## src/rtl/core/irpm_pkg.sv

```systemverilog
package irpm_pkg;

  // configuration register indexes
  localparam int unsigned CFG_IDX_W  = 2;
  localparam int unsigned CFG_DATA_W = 16;
  localparam logic [CFG_IDX_W-1:0] CFG_FILTER_US    = 2'd0;
  localparam logic [CFG_IDX_W-1:0] CFG_IDLE_US      = 2'd1;
  localparam logic [CFG_IDX_W-1:0] CFG_TICKS_PER_US = 2'd2;
  localparam logic [CFG_IDX_W-1:0] CFG_INVERT_INPUT = 2'd3;

  // reset values of the registers
  localparam logic [7:0]  FILTER_US_RST    = 8'd50;
  localparam logic [15:0] IDLE_US_RST      = 16'd10000;
  localparam logic [6:0]  TICKS_PER_US_RST = 7'd1;

  // field widths
  localparam int unsigned DUR_W   = 15;
  localparam int unsigned TICKS_W = 32;
  localparam int unsigned RATE_W  = 7;
  localparam int unsigned FT_W    = 15;

  // divider: quotient bits produced per cycle
  localparam int unsigned DIV_BITS  = 4;
  localparam int unsigned DIV_STEPS = TICKS_W / DIV_BITS;
  localparam int unsigned DIV_CNT_W = $clog2(DIV_STEPS);

  localparam logic [TICKS_W-1:0] I32_MAX = 32'h7FFF_FFFF;
  localparam logic [TICKS_W-1:0] U32_MAX = 32'hFFFF_FFFF;

  typedef struct packed {
    logic [7:0]        filter_us;
    logic [15:0]       idle_us;
    logic [RATE_W-1:0] tick_rate;   // never zero
    logic              invert;
  } cfg_t;

  // one command from the front to the back
  typedef struct packed {
    logic [TICKS_W-1:0] ticks;     // run ticks, or idle microseconds for a terminator
    logic               level;
    logic               term;
  } cmd_t;

  typedef enum logic [2:0] {
    F_IDLE,
    F_HALF_A,
    F_HALF_B,
    F_FLUSH,
    F_TERM
  } front_state_t;

  typedef enum logic [1:0] {
    B_IDLE,
    B_DIV,
    B_OUT
  } back_state_t;

endpackage

```

## src/rtl/core/irpm_queue.sv

```systemverilog
module irpm_queue #(
  parameter int unsigned DEPTH = 4
) (
  input  logic          clk,
  input  logic          rst_n,
  input  logic          push_valid,
  output logic          push_ready,
  input  irpm_pkg::cmd_t push_cmd,
  output logic          pop_valid,
  input  logic          pop_ready,
  output irpm_pkg::cmd_t pop_cmd
);

  localparam int unsigned PTR_W = (DEPTH > 1) ? $clog2(DEPTH) : 1;
  localparam int unsigned CNT_W = $clog2(DEPTH + 1);

  irpm_pkg::cmd_t   mem_r [DEPTH];
  logic [PTR_W-1:0] wr_ptr_r, wr_ptr_nxt;
  logic [PTR_W-1:0] rd_ptr_r, rd_ptr_nxt;
  logic [CNT_W-1:0] count_r, count_nxt;
  logic             do_push, do_pop;

  assign push_ready = (count_r != CNT_W'(DEPTH));
  assign pop_valid  = (count_r != '0);
  assign pop_cmd    = mem_r[rd_ptr_r];
  assign do_push    = push_valid && push_ready;
  assign do_pop     = pop_ready && pop_valid;

  always_comb begin
    wr_ptr_nxt = wr_ptr_r;
    rd_ptr_nxt = rd_ptr_r;
    count_nxt  = count_r;
    if (do_push) begin
      wr_ptr_nxt = (wr_ptr_r == PTR_W'(DEPTH - 1)) ? '0 : PTR_W'(wr_ptr_r + 1'b1);
    end
    if (do_pop) begin
      rd_ptr_nxt = (rd_ptr_r == PTR_W'(DEPTH - 1)) ? '0 : PTR_W'(rd_ptr_r + 1'b1);
    end
    if (do_push && !do_pop) begin
      count_nxt = CNT_W'(count_r + 1'b1);
    end else if (do_pop && !do_push) begin
      count_nxt = CNT_W'(count_r - 1'b1);
    end
  end

  always_ff @(posedge clk) begin
    if (!rst_n) begin
      wr_ptr_r <= '0;
      rd_ptr_r <= '0;
      count_r  <= '0;
    end else begin
      wr_ptr_r <= wr_ptr_nxt;
      rd_ptr_r <= rd_ptr_nxt;
      count_r  <= count_nxt;
    end
  end

  always_ff @(posedge clk) begin
    if (do_push) begin
      mem_r[wr_ptr_r] <= push_cmd;
    end
  end

  a_count_bound: assert property (@(posedge clk) disable iff (!rst_n)
    count_r <= CNT_W'(DEPTH))
    else $error("queue fill count beyond depth");

  a_push_grows: assert property (@(posedge clk) disable iff (!rst_n)
    (do_push && !do_pop) |=> (count_r == CNT_W'($past(count_r) + 1'b1)))
    else $error("queue push lost");

endmodule

```

## src/rtl/core/irpm_front.sv

```systemverilog
module irpm_front (
  input  logic                          clk,
  input  logic                          rst_n,
  input  irpm_pkg::cfg_t                cfg,
  input  logic                          in_valid,
  output logic                          in_ready,
  input  logic                          in_level_a,
  input  logic [irpm_pkg::DUR_W-1:0]    in_duration_a,
  input  logic                          in_level_b,
  input  logic [irpm_pkg::DUR_W-1:0]    in_duration_b,
  input  logic                          in_last_symbol,
  output logic                          push_valid,
  input  logic                          push_ready,
  output irpm_pkg::cmd_t                push_cmd
);

  irpm_pkg::front_state_t state_r, state_nxt;

  logic                             run_level_r, run_level_nxt;
  logic [irpm_pkg::TICKS_W-1:0]     run_ticks_r, run_ticks_nxt;
  logic                             idle_level_r, idle_level_nxt;
  logic                             stopped_r, stopped_nxt;
  logic                             any_r, any_nxt;

  // latched word
  logic                             la_r, lb_r, last_r;
  logic [irpm_pkg::DUR_W-1:0]       da_r, db_r;

  logic [irpm_pkg::FT_W-1:0]        ft;
  logic                             h_level;
  logic [irpm_pkg::DUR_W-1:0]       h_dur;
  logic [irpm_pkg::TICKS_W:0]       sum;
  logic                             run_passes;
  logic                             step_done;
  logic                             accept;

  assign ft         = irpm_pkg::FT_W'(cfg.filter_us) * irpm_pkg::FT_W'(cfg.tick_rate);
  assign h_level    = (state_r == irpm_pkg::F_HALF_B) ? lb_r : la_r;
  assign h_dur      = (state_r == irpm_pkg::F_HALF_B) ? db_r : da_r;
  assign sum        = {1'b0, run_ticks_r} + (irpm_pkg::TICKS_W + 1)'(h_dur);
  assign run_passes = (run_ticks_r >= irpm_pkg::TICKS_W'(ft));
  assign in_ready   = (state_r == irpm_pkg::F_IDLE);
  assign accept     = in_valid && in_ready;

  // next state
  always_comb begin
    state_nxt = state_r;
    case (state_r)
      irpm_pkg::F_IDLE:   if (in_valid) state_nxt = irpm_pkg::F_HALF_A;
      irpm_pkg::F_HALF_A: if (step_done) state_nxt = irpm_pkg::F_HALF_B;
      irpm_pkg::F_HALF_B: begin
        if (step_done) state_nxt = last_r ? irpm_pkg::F_FLUSH : irpm_pkg::F_IDLE;
      end
      irpm_pkg::F_FLUSH:  if (step_done) state_nxt = irpm_pkg::F_TERM;
      irpm_pkg::F_TERM:   if (step_done) state_nxt = irpm_pkg::F_IDLE;
      default:            state_nxt = irpm_pkg::F_IDLE;
    endcase
  end

  // run bookkeeping and commands
  always_comb begin
    run_level_nxt  = run_level_r;
    run_ticks_nxt  = run_ticks_r;
    idle_level_nxt = idle_level_r;
    stopped_nxt    = stopped_r;
    any_nxt        = any_r;
    push_valid     = 1'b0;
    push_cmd       = '0;
    step_done      = 1'b1;
    case (state_r)
      irpm_pkg::F_HALF_A, irpm_pkg::F_HALF_B: begin
        if (!stopped_r) begin
          if (h_dur == '0) begin
            stopped_nxt = 1'b1;
          end else if (h_level == run_level_r || h_dur < ft) begin
            run_ticks_nxt  = sum[irpm_pkg::TICKS_W] ? irpm_pkg::U32_MAX
                                                    : sum[irpm_pkg::TICKS_W-1:0];
            idle_level_nxt = ~h_level;
          end else begin
            // new level closes the run
            push_valid = run_passes;
            push_cmd   = '{ticks: run_ticks_r, level: run_level_r, term: 1'b0};
            if (run_passes && !push_ready) begin
              step_done = 1'b0;
            end else begin
              run_level_nxt  = h_level;
              run_ticks_nxt  = irpm_pkg::TICKS_W'(h_dur);
              idle_level_nxt = ~h_level;
              if (run_passes) any_nxt = 1'b1;
            end
          end
        end
      end
      irpm_pkg::F_FLUSH: begin
        if (run_passes && run_level_r != idle_level_r) begin
          push_valid = 1'b1;
          push_cmd   = '{ticks: run_ticks_r, level: run_level_r, term: 1'b0};
          if (push_ready) any_nxt = 1'b1;
          else step_done = 1'b0;
        end
      end
      irpm_pkg::F_TERM: begin
        if (any_r) begin
          push_valid = 1'b1;
          push_cmd   = '{ticks: irpm_pkg::TICKS_W'(cfg.idle_us), level: idle_level_r,
                         term: 1'b1};
          step_done  = push_ready;
        end
        if (step_done) begin
          run_level_nxt  = 1'b0;
          run_ticks_nxt  = '0;
          idle_level_nxt = 1'b0;
          stopped_nxt    = 1'b0;
          any_nxt        = 1'b0;
        end
      end
      default: ;
    endcase
  end

  always_ff @(posedge clk) begin
    if (!rst_n) begin
      state_r      <= irpm_pkg::F_IDLE;
      run_level_r  <= 1'b0;
      run_ticks_r  <= '0;
      idle_level_r <= 1'b0;
      stopped_r    <= 1'b0;
      any_r        <= 1'b0;
    end else begin
      state_r      <= state_nxt;
      run_level_r  <= run_level_nxt;
      run_ticks_r  <= run_ticks_nxt;
      idle_level_r <= idle_level_nxt;
      stopped_r    <= stopped_nxt;
      any_r        <= any_nxt;
    end
  end

  always_ff @(posedge clk) begin
    if (accept) begin
      la_r   <= in_level_a;
      da_r   <= in_duration_a;
      lb_r   <= in_level_b;
      db_r   <= in_duration_b;
      last_r <= in_last_symbol;
    end
  end

endmodule

```

## src/rtl/core/irpm_back.sv

```systemverilog
module irpm_back (
  input  logic                       clk,
  input  logic                       rst_n,
  input  irpm_pkg::cfg_t             cfg,
  input  logic                       pop_valid,
  output logic                       pop_ready,
  input  irpm_pkg::cmd_t             pop_cmd,
  output logic                       out_valid,
  input  logic                       out_ready,
  output logic signed [31:0]         out_pulse_us,
  output logic                       out_frame_end
);

  irpm_pkg::back_state_t state_r, state_nxt;

  logic [irpm_pkg::TICKS_W-1:0]   quo_r, quo_nxt;
  logic [irpm_pkg::RATE_W-1:0]    rem_r, rem_nxt;
  logic [irpm_pkg::DIV_CNT_W-1:0] cnt_r, cnt_nxt;
  logic                           lvl_r, lvl_nxt;
  logic signed [31:0]             pulse_r, pulse_nxt;
  logic                           end_r, end_nxt;
  logic [irpm_pkg::TICKS_W-1:0]   div_q;
  logic [irpm_pkg::RATE_W-1:0]    div_r;
  logic                           div_last;

  function automatic logic signed [31:0] make_pulse(input logic [31:0] mag,
                                                    input logic        positive);
    logic [31:0] sat;
    sat = mag[31] ? irpm_pkg::I32_MAX : mag;
    return positive ? $signed(sat) : -$signed(sat);
  endfunction

  // restoring division, several quotient bits per cycle
  always_comb begin : div_comb
    logic [irpm_pkg::RATE_W:0] t;
    div_q = quo_r;
    div_r = rem_r;
    t     = '0;
    for (int i = 0; i < irpm_pkg::DIV_BITS; i++) begin
      t     = {div_r, div_q[irpm_pkg::TICKS_W-1]};
      div_q = {div_q[irpm_pkg::TICKS_W-2:0], 1'b0};
      if (t >= {1'b0, cfg.tick_rate}) begin
        div_r    = irpm_pkg::RATE_W'(t - {1'b0, cfg.tick_rate});
        div_q[0] = 1'b1;
      end else begin
        div_r = t[irpm_pkg::RATE_W-1:0];
      end
    end
  end

  assign div_last = (cnt_r == irpm_pkg::DIV_CNT_W'(irpm_pkg::DIV_STEPS - 1));

  // next state
  always_comb begin
    state_nxt = state_r;
    case (state_r)
      irpm_pkg::B_IDLE: begin
        if (pop_valid) state_nxt = pop_cmd.term ? irpm_pkg::B_OUT : irpm_pkg::B_DIV;
      end
      irpm_pkg::B_DIV:  if (div_last) state_nxt = irpm_pkg::B_OUT;
      irpm_pkg::B_OUT:  if (out_ready) state_nxt = irpm_pkg::B_IDLE;
      default:          state_nxt = irpm_pkg::B_IDLE;
    endcase
  end

  // datapath and handshake
  always_comb begin
    pop_ready = (state_r == irpm_pkg::B_IDLE);
    out_valid = (state_r == irpm_pkg::B_OUT);
    quo_nxt   = quo_r;
    rem_nxt   = rem_r;
    cnt_nxt   = cnt_r;
    lvl_nxt   = lvl_r;
    pulse_nxt = pulse_r;
    end_nxt   = end_r;
    case (state_r)
      irpm_pkg::B_IDLE: begin
        quo_nxt = pop_cmd.ticks;
        rem_nxt = '0;
        cnt_nxt = '0;
        lvl_nxt = pop_cmd.level;
        end_nxt = pop_cmd.term;
        // terminator carries microseconds already
        pulse_nxt = make_pulse(pop_cmd.ticks, pop_cmd.level ^ cfg.invert);
      end
      irpm_pkg::B_DIV: begin
        quo_nxt = div_q;
        rem_nxt = div_r;
        cnt_nxt = irpm_pkg::DIV_CNT_W'(cnt_r + 1'b1);
        if (div_last) pulse_nxt = make_pulse(div_q, lvl_r ^ cfg.invert);
      end
      default: ;
    endcase
  end

  always_ff @(posedge clk) begin
    if (!rst_n) begin
      state_r <= irpm_pkg::B_IDLE;
    end else begin
      state_r <= state_nxt;
    end
  end

  always_ff @(posedge clk) begin
    quo_r   <= quo_nxt;
    rem_r   <= rem_nxt;
    cnt_r   <= cnt_nxt;
    lvl_r   <= lvl_nxt;
    pulse_r <= pulse_nxt;
    end_r   <= end_nxt;
  end

  assign out_pulse_us  = pulse_r;
  assign out_frame_end = end_r;

  a_term_range: assert property (@(posedge clk) disable iff (!rst_n)
    (out_valid && out_frame_end) |-> (out_pulse_us <= 32'sd65535 &&
                                      out_pulse_us >= -32'sd65535))
    else $error("terminator magnitude out of range");

  a_div_progress: assert property (@(posedge clk) disable iff (!rst_n)
    (state_r == irpm_pkg::B_DIV) |=>
      ((state_r == irpm_pkg::B_DIV &&
        cnt_r == irpm_pkg::DIV_CNT_W'($past(cnt_r) + 1'b1)) ||
       state_r == irpm_pkg::B_OUT))
    else $error("divider step count broken");

endmodule

```

## src/rtl/core/ir_pulse_run_merger.sv

```systemverilog
// a closed run passes from the front through the command queue, the divider and the output register
// front: walks half a, half b, after the last word flush and terminator; one word at a time
// back: a run result passes the divider (4 quotient bits per step); a terminator skips it
// a command queue between front and back lets the front run ahead of the divider
// reset: synchronous, active low; clears run state, queue and handshakes
// reset also restores the registers: filter 50, idle 10000, ticks per us 1, no inversion
module ir_pulse_run_merger #(
  parameter int unsigned QUEUE_DEPTH = 4
) (
  input  logic                              clk,
  input  logic                              rst_n,
  // configuration write port
  input  logic                              cfg_we,
  input  logic [irpm_pkg::CFG_IDX_W-1:0]    cfg_index,
  input  logic [irpm_pkg::CFG_DATA_W-1:0]   cfg_wdata,
  // symbol words in
  input  logic                              in_valid,
  output logic                              in_ready,
  input  logic                              in_level_a,
  input  logic [irpm_pkg::DUR_W-1:0]        in_duration_a,
  input  logic                              in_level_b,
  input  logic [irpm_pkg::DUR_W-1:0]        in_duration_b,
  input  logic                              in_last_symbol,
  // pulse words out
  output logic                              out_valid,
  input  logic                              out_ready,
  output logic signed [31:0]                out_pulse_us,
  output logic                              out_frame_end
);

  // configuration registers
  logic [7:0]                  filter_us_r;
  logic [15:0]                 idle_us_r;
  logic [irpm_pkg::RATE_W-1:0] ticks_per_us_r;
  logic                        invert_r;
  irpm_pkg::cfg_t              cfg;

  // front to queue, queue to back
  logic           push_valid, push_ready;
  irpm_pkg::cmd_t push_cmd;
  logic           pop_valid, pop_ready;
  irpm_pkg::cmd_t pop_cmd;

  always_ff @(posedge clk) begin
    if (!rst_n) begin
      filter_us_r    <= irpm_pkg::FILTER_US_RST;
      idle_us_r      <= irpm_pkg::IDLE_US_RST;
      ticks_per_us_r <= irpm_pkg::TICKS_PER_US_RST;
      invert_r       <= 1'b0;
    end else if (cfg_we) begin
      case (cfg_index)
        irpm_pkg::CFG_FILTER_US:    filter_us_r    <= cfg_wdata[7:0];
        irpm_pkg::CFG_IDLE_US:      idle_us_r      <= cfg_wdata[15:0];
        irpm_pkg::CFG_TICKS_PER_US: ticks_per_us_r <= cfg_wdata[irpm_pkg::RATE_W-1:0];
        irpm_pkg::CFG_INVERT_INPUT: invert_r       <= cfg_wdata[0];
        default: ;
      endcase
    end
  end

  // a tick rate of zero behaves as one tick per microsecond
  assign cfg.filter_us = filter_us_r;
  assign cfg.idle_us   = idle_us_r;
  assign cfg.tick_rate = (ticks_per_us_r == '0) ? irpm_pkg::RATE_W'(1) : ticks_per_us_r;
  assign cfg.invert    = invert_r;

  // front: takes a word, walks its halves, keeps the open run, issues run and
  // terminator commands
  irpm_front u_front (
    .clk            (clk),
    .rst_n          (rst_n),
    .cfg            (cfg),
    .in_valid       (in_valid),
    .in_ready       (in_ready),
    .in_level_a     (in_level_a),
    .in_duration_a  (in_duration_a),
    .in_level_b     (in_level_b),
    .in_duration_b  (in_duration_b),
    .in_last_symbol (in_last_symbol),
    .push_valid     (push_valid),
    .push_ready     (push_ready),
    .push_cmd       (push_cmd)
  );

  // short command queue so either side can stall on its own
  irpm_queue #(
    .DEPTH (QUEUE_DEPTH)
  ) u_queue (
    .clk        (clk),
    .rst_n      (rst_n),
    .push_valid (push_valid),
    .push_ready (push_ready),
    .push_cmd   (push_cmd),
    .pop_valid  (pop_valid),
    .pop_ready  (pop_ready),
    .pop_cmd    (pop_cmd)
  );

  // back: tick to microsecond division, clamp, sign, output register
  irpm_back u_back (
    .clk           (clk),
    .rst_n         (rst_n),
    .cfg           (cfg),
    .pop_valid     (pop_valid),
    .pop_ready     (pop_ready),
    .pop_cmd       (pop_cmd),
    .out_valid     (out_valid),
    .out_ready     (out_ready),
    .out_pulse_us  (out_pulse_us),
    .out_frame_end (out_frame_end)
  );

endmodule
```

## config.mk

```make
export PLATFORM = sky130hd
export DESIGN_NAME = ir_pulse_run_merger
export DESIGN_NICKNAME = d
export VERILOG_FILES = /design/src/rtl/core/irpm_pkg.sv /design/src/rtl/core/irpm_queue.sv /design/src/rtl/core/irpm_front.sv /design/src/rtl/core/irpm_back.sv /design/src/rtl/core/ir_pulse_run_merger.sv
export SDC_FILE = /design/constraint.sdc
export NUM_CORES = 1
export LEC_CHECK = 0
export ABC_AREA = 1
export BUFFER_PORTS_ARGS = -buffer_cell sky130_fd_sc_hd__clkbuf_2
export CAP_MARGIN = 20
export CORE_ASPECT_RATIO = 0.5
export CORE_MARGIN = 1
export CORE_UTILIZATION = 40
export CTS_CLUSTER_DIAMETER = 150
export DETAILED_ROUTE_END_ITERATION = 12
export PLACE_DENSITY_LB_ADDON = 0.3
export SYNTH_ARGS = -nofsm -noshare
export SYNTH_HDL_FRONTEND = slang
export SYNTH_HIERARCHICAL = 1
export SYNTH_SLANG_ARGS = --single-unit
```

## constraint.sdc

```tcl
create_clock -name clk -period 7.65 [get_ports clk]
set_input_delay 2.295 -clock clk [delete_from_list [all_inputs] [get_ports clk]]
set_output_delay 2.295 -clock clk [all_outputs]
set_load 0.005 [all_outputs]
```

After elaboration in Yosys (flattened, before gate mapping)
Memories as Yosys holds them, arrays and structs flattened. A register that Yosys moved wholly into a read port is not among the register bits.
Index checks and enable logic that the tools add are counted.
{"block": "op_classes", "muxes": 90, "bitwise": 3, "n_reduce_logical": 33, "n_eq_ne": 32, "n_addsub": 12, "multipliers": 1, "n_lt_le_gt_ge": 6}
{"cell": "$mux W32", "n": 9}
{"cell": "$pmux W32 S2", "n": 3}
{"cell": "$mux W34", "n": 4}
{"cell": "$pmux W34 S3", "n": 1}
{"cell": "$neg A32 Y32", "n": 2}
{"cell": "$mux W31", "n": 2}
{"cell": "$mux W1", "n": 38}
{"cell": "$mux W7", "n": 5}
{"cell": "$add A32 B15 Y33", "n": 1}
{"cell": "$ge A32 B15 Y1", "n": 1}
{"cell": "$ge A8 B7 Y1", "n": 4}
{"cell": "$sub A7 B7 Y7", "n": 4}
{"cell": "$ne A2 B1 Y1 const B", "n": 11}
{"cell": "$mux W3", "n": 7}
{"cell": "$mux W18", "n": 1}
{"cell": "$mux W2", "n": 9}
{"cell": "$logic_not A15 Y1", "n": 1}
{"cell": "$lt A15 B15 Y1", "n": 1}
{"cell": "$mul A8 B7 Y15", "n": 1}
{"cell": "$mux W15", "n": 1}
{"cell": "$pmux W3 S5", "n": 1}
{"cell": "$pmux W7 S2", "n": 1}
{"cell": "$reduce_and A2 Y1", "n": 6}
{"cell": "$eq A2 B2 Y1 const B", "n": 5}
{"cell": "other kinds (31)", "n": 58}
{"block": "word_totals", "in_bits": 56, "mem_count": 1, "wordCells": 203, "ff_bits": 189, "mem_bits_rw": 136}
{"name": "u_queue.mem_r", "depth": 4, "width": 34, "read_ports": 1, "rd_clocked_by_memory_dff": 1, "wr": 1, "line": "irpm_queue.sv:17", "rtl": "irpm_pkg::cmd_t mem_r [DEPTH];"}

Logic depth before layout (Yosys ltp)
{"block": "depth", "ltp_word": 15, "mapped_depth": 58}

By module
The synthesis kept the hierarchy.
{"mod": "irpm_front", "cells_each": 1100, "area_each_um2": 7516.0, "n_inst": 1, "seq_area_each_um2": 1771.7}
{"mod": "irpm_back", "cells_each": 994, "area_each_um2": 7006.7, "n_inst": 1, "seq_area_each_um2": 2322.2}
{"mod": "irpm_queue", "cells_each": 399, "area_each_um2": 5740.5, "n_inst": 1, "seq_area_each_um2": 4264.1}
{"mod": "ir_pulse_run_merger", "cells_each": 202, "area_each_um2": 1365.1, "n_inst": 1, "seq_area_each_um2": 640.6}

Least setup slack after synthesis
Ideal clock, no wire load.
{"block": "synth_path", "kind": "register -> register", "startpoint": "register ticks_per_us_r[6] in the netlist's numbering", "endpoint": "register u_back.pulse_r[22] (netlist: u_back/out_pulse_us[22]) (data pin)", "path_slack_ns": -0.302, "required_time_ns": 7.392, "period_less_slack_ns": 7.952, "stages_incl_launch_ff": 54, "t_arrival_ns": 7.693, "setup_time_ns": 0.258, "path_cell_list": "dfxtp_1 nor2_1 nand3_1 o21bai_1 ha_1 inv_1 fa_1 nand2_2 nand2_2 nand2_2 nand2_2 nand2_4 nand2_8 o21ai_0 inv_1 fa_1 inv_1 nand2_1 [... 18 more ...] nor2_1 nor2_1 nor2_1 nor2_1 o21bai_1 a21oi_1 nand4_4 inv_1 ha_1 inv_1 nor3_4 nand2_1 nor2_2 nand4_1 o21ai_1 a21oi_1 o21ai_0 nand2_1"}
{"element": "start, declared", "line": "ir_pulse_run_merger.sv:34", "rtl": "logic [irpm_pkg::RATE_W-1:0] ticks_per_us_r;"}
{"element": "start signal, assigned", "line": "ir_pulse_run_merger.sv:48", "rtl": "ticks_per_us_r <= irpm_pkg::TICKS_PER_US_RST;"}
{"element": "start signal, assigned", "line": "ir_pulse_run_merger.sv:54", "rtl": "irpm_pkg::CFG_TICKS_PER_US: ticks_per_us_r <= cfg_wdata[irpm_pkg::RATE_W-1:0];"}
{"element": "end signal, assigned", "line": "irpm_back.sv:109", "rtl": "pulse_r <= pulse_nxt;"}
{"element": "end, declared", "line": "irpm_back.sv:20", "rtl": "logic signed [31:0] pulse_r, pulse_nxt;"}

==> impl_metrics.yaml <==
grt:
  antenna_found_initial: 0
  grt_pass1_vias: 16700
  global_route.usage.total: 0.207
  grt_pass1_wl_mm: 91.1
  grt_overflow: 0
  grt_max_degree: 87
clocking:
  numCtsBuffers: 34
  clockBufferDepth: 3
  hold_buffers: 0
  htreeDepth: 2
  cts_tree: "done"
  clk_pin_slew_ns: 0.07
  root_buffer: "clkbuf_16"
  tritoncts_num_sinks: 327
  clk_latency_ns: 0.55
final_layout:
  area_growth_pct: 13.5
  nets: 3004
  final_core_util: 0.466
  antennaDiodeCount: 0
  drive_gt1_frac: 0.151
  n_fill_cell: 5108
  fin_cells: 3529
sta:
  tns_ns: 0
  tightest_slew_ns: 0.984
  setup_viol: 0
  skew_ns: 0.0264
  drv_slew: 0
  post-route-period-util: 0.947
  fin_crit_ns: 7.25
  relSlewSlack: 0.343
  finalHoldViolCount: 0
  max_freq_mhz: 138
worst_hold_path:
  hold_path_class: "flip-flop to flip-flop"
floorplan:
  start_util: 0.410
  coreArea_sq_mm: 0.0527
  die_area_sq_mm: 0.0551
  io-pin-count: 91
  die_height_um: 166
  rows: 59
  die_w_um: 331
critical_path:
  slowest_delay_ns: 0.38
  critPathSlowestCell: "fa_2"
  endpoint_kind: "flip-flop"
  cpMostUsedCell: "nand2_2"
  critPathKind: "flip-flop to flip-flop"
  worst_path_dominant_cell_family: "simple AND/OR/NAND/NOR gates"
  critPathBufInv: 8
  crit_path_max_fanout: 8
  start_kind: "flip-flop"
  cp.arrival_ns: 7.52
  worstPathRequired_ns: 7.92
yosys:
  syn-num-nets: 2897
  ys_types: 62
  yosysWarnings: 6
  ys_seq_area_frac: 0.416
  ys_seq_elements: 327
  syn_area_per_cell_sq_um: 8.03
  netlist_area_sq_mm: 0.0216
  syn_inst: 2695
route:
  drcViolationCount: 0
  ant_nets: 0
  vias_per_cell: 5.19
  wl_per_cell_um: 16.4
  first_pass_iters: 6
  num_vias: 18300
  detail_route.iter0.violations: 1760
  drt_wl_total_mm: 57.9
placement:
  gp_congestion: 0.914
  placedCellCount: 3445
  place_hpwl_mm: 42.3
  port_buffers: 90
status:
  outcome: "complete, no violations"
flow_run:
  cap_violations: 0
state kept, by name, summed over array words and instances, names as in the netlist, 3 cells and up, named ones only:
name                 cells
filter_us_r              8
idle_us_r               16
ticks_per_us_r           7
u_back/cnt_r             3
u_back/out_pulse_us     32
u_back/quo_r            32
u_back/rem_r             7
u_front/da_r            15
u_front/db_r            15
u_front/run_ticks_r     32
u_front/state_r          3
u_queue/count_r          3
u_queue/mem_r          136
stage by stage:
stage	cell area, sq um	setup slack [ns]	hold WS, ns
final	24600	0.402	0.468
after detailed placement	23000	-0.0565	0.445
after global routing	24600	-0.126	0.484
after global placement	22800	0.0854	0.440
after floorplan	21600	0.00991	0.420
after CTS	24100	0.00158	0.460
cell usage in the layout, fill, tap and decap left out, drive strengths merged, types with 82 or more instances in the layout:
cell	count
nand3	123
nor2	358
clkbuf	131
dfxtp	82
a21oi	131
inv	353
edfxtp	245
o21ai	200
nand2	673
ha	111
cell families (layout without fill, tap and decap cells):
logic type	count (synthesis)	count (layout)	synth area share
AND/OR/NAND/NOR	1310	1311	0.269
buffers and inverters	451	583	0.0885
AO/OA/AOI/OAI	415	415	0.111
flip-flops	327	327	0.416
adder cells (fa/ha/maj)	146	146	0.0966
XOR/XNOR	45	45	0.0182
multiplexers	1	1	0.000463
Yosys cell counts (all sizes together):
cell    number  area [sq um]
a21boi       2          26.3
xor2        33           289
o31ai        3          22.5
o21ai      200          1010
a32o         1          10.0
o21a         2          15.0
a31o         1          8.76
inv        349          1320
a31oi        7          43.8
nand3      123           708
buf         56           420
xnor2       12           105
o22ai       42           388
mux2i        1          10.0
clkbuf      45           171
nand2      673          2610
clkinv       1          3.75
nor2       357          1460
and2         2          12.5
nand3b       4          30.0
nand4       51           347
a21o         3          22.5
nor3b        1          12.5
nor3        72           464
dfxtp       82          1640
nor4        14           103
a211oi       4          30.0
edfxtp     245          7360
a21oi      131           682
o21bai      10          75.1
fa          35           701
o211ai       9          67.6
or2         13          81.3
ha         111          1390
worst reg2reg max path, delay by kind of cell (launching register included):
| kind | cells | cell delay (ns) |
|---|---|---|
| adder cells (fa/ha/maj) | 6 | 1.49 |
| AND/OR/NAND/NOR | 26 | 2.54 |
| flip-flops | 1 | 0.34 |
| buffers and inverters | 8 | 0.70 |
| AO/OA/AOI/OAI | 15 | 1.97 |
metal layers:
layer / wire length (um) / vias up / GRT usage
met2: 24500 / 565 / 0.307
li1: - / 9125 / -
met4: 777 / 0 / 0.0341
met5: 0 / - / 0
met3: 3970 / 56 / 0.0276
met1: 28600 / 8573 / 0.323
worst paths after layout:
kind                     start                 endpoint  slack, ns  depth (start not counted)
max          ticks_per_us_r[1]  u_back/out_pulse_us[24]       0.40                         55
min reg2reg  ticks_per_us_r[0]        ticks_per_us_r[0]       0.47                          2
min          ticks_per_us_r[0]        ticks_per_us_r[0]       0.47                          2
max reg2reg  ticks_per_us_r[1]  u_back/out_pulse_us[24]       0.40                         55
timing repair:
item	4_1_cts	5_1_grt
pin swaps	2	46
setup buffers	1	19
hold endpoints to repair	0	0
cloned	0	1
resized for setup	2	78
setup endpoints to repair	2	26
area by class of cell:
cell class,instances,area [sq um],area share
clock inverter,21,201,0.00820
sequential,327,9000,0.367
tap,701,877,0.0357
inverter,350,1340,0.0545
clock buffer,41,920,0.0375
timing repair buffer,171,1160,0.0473
multi-input combinational,1918,11100,0.450
Power is left out: the tool's default activity adds up to more than one toggle a clock period on the data nets, which glitch-free logic cannot reach.
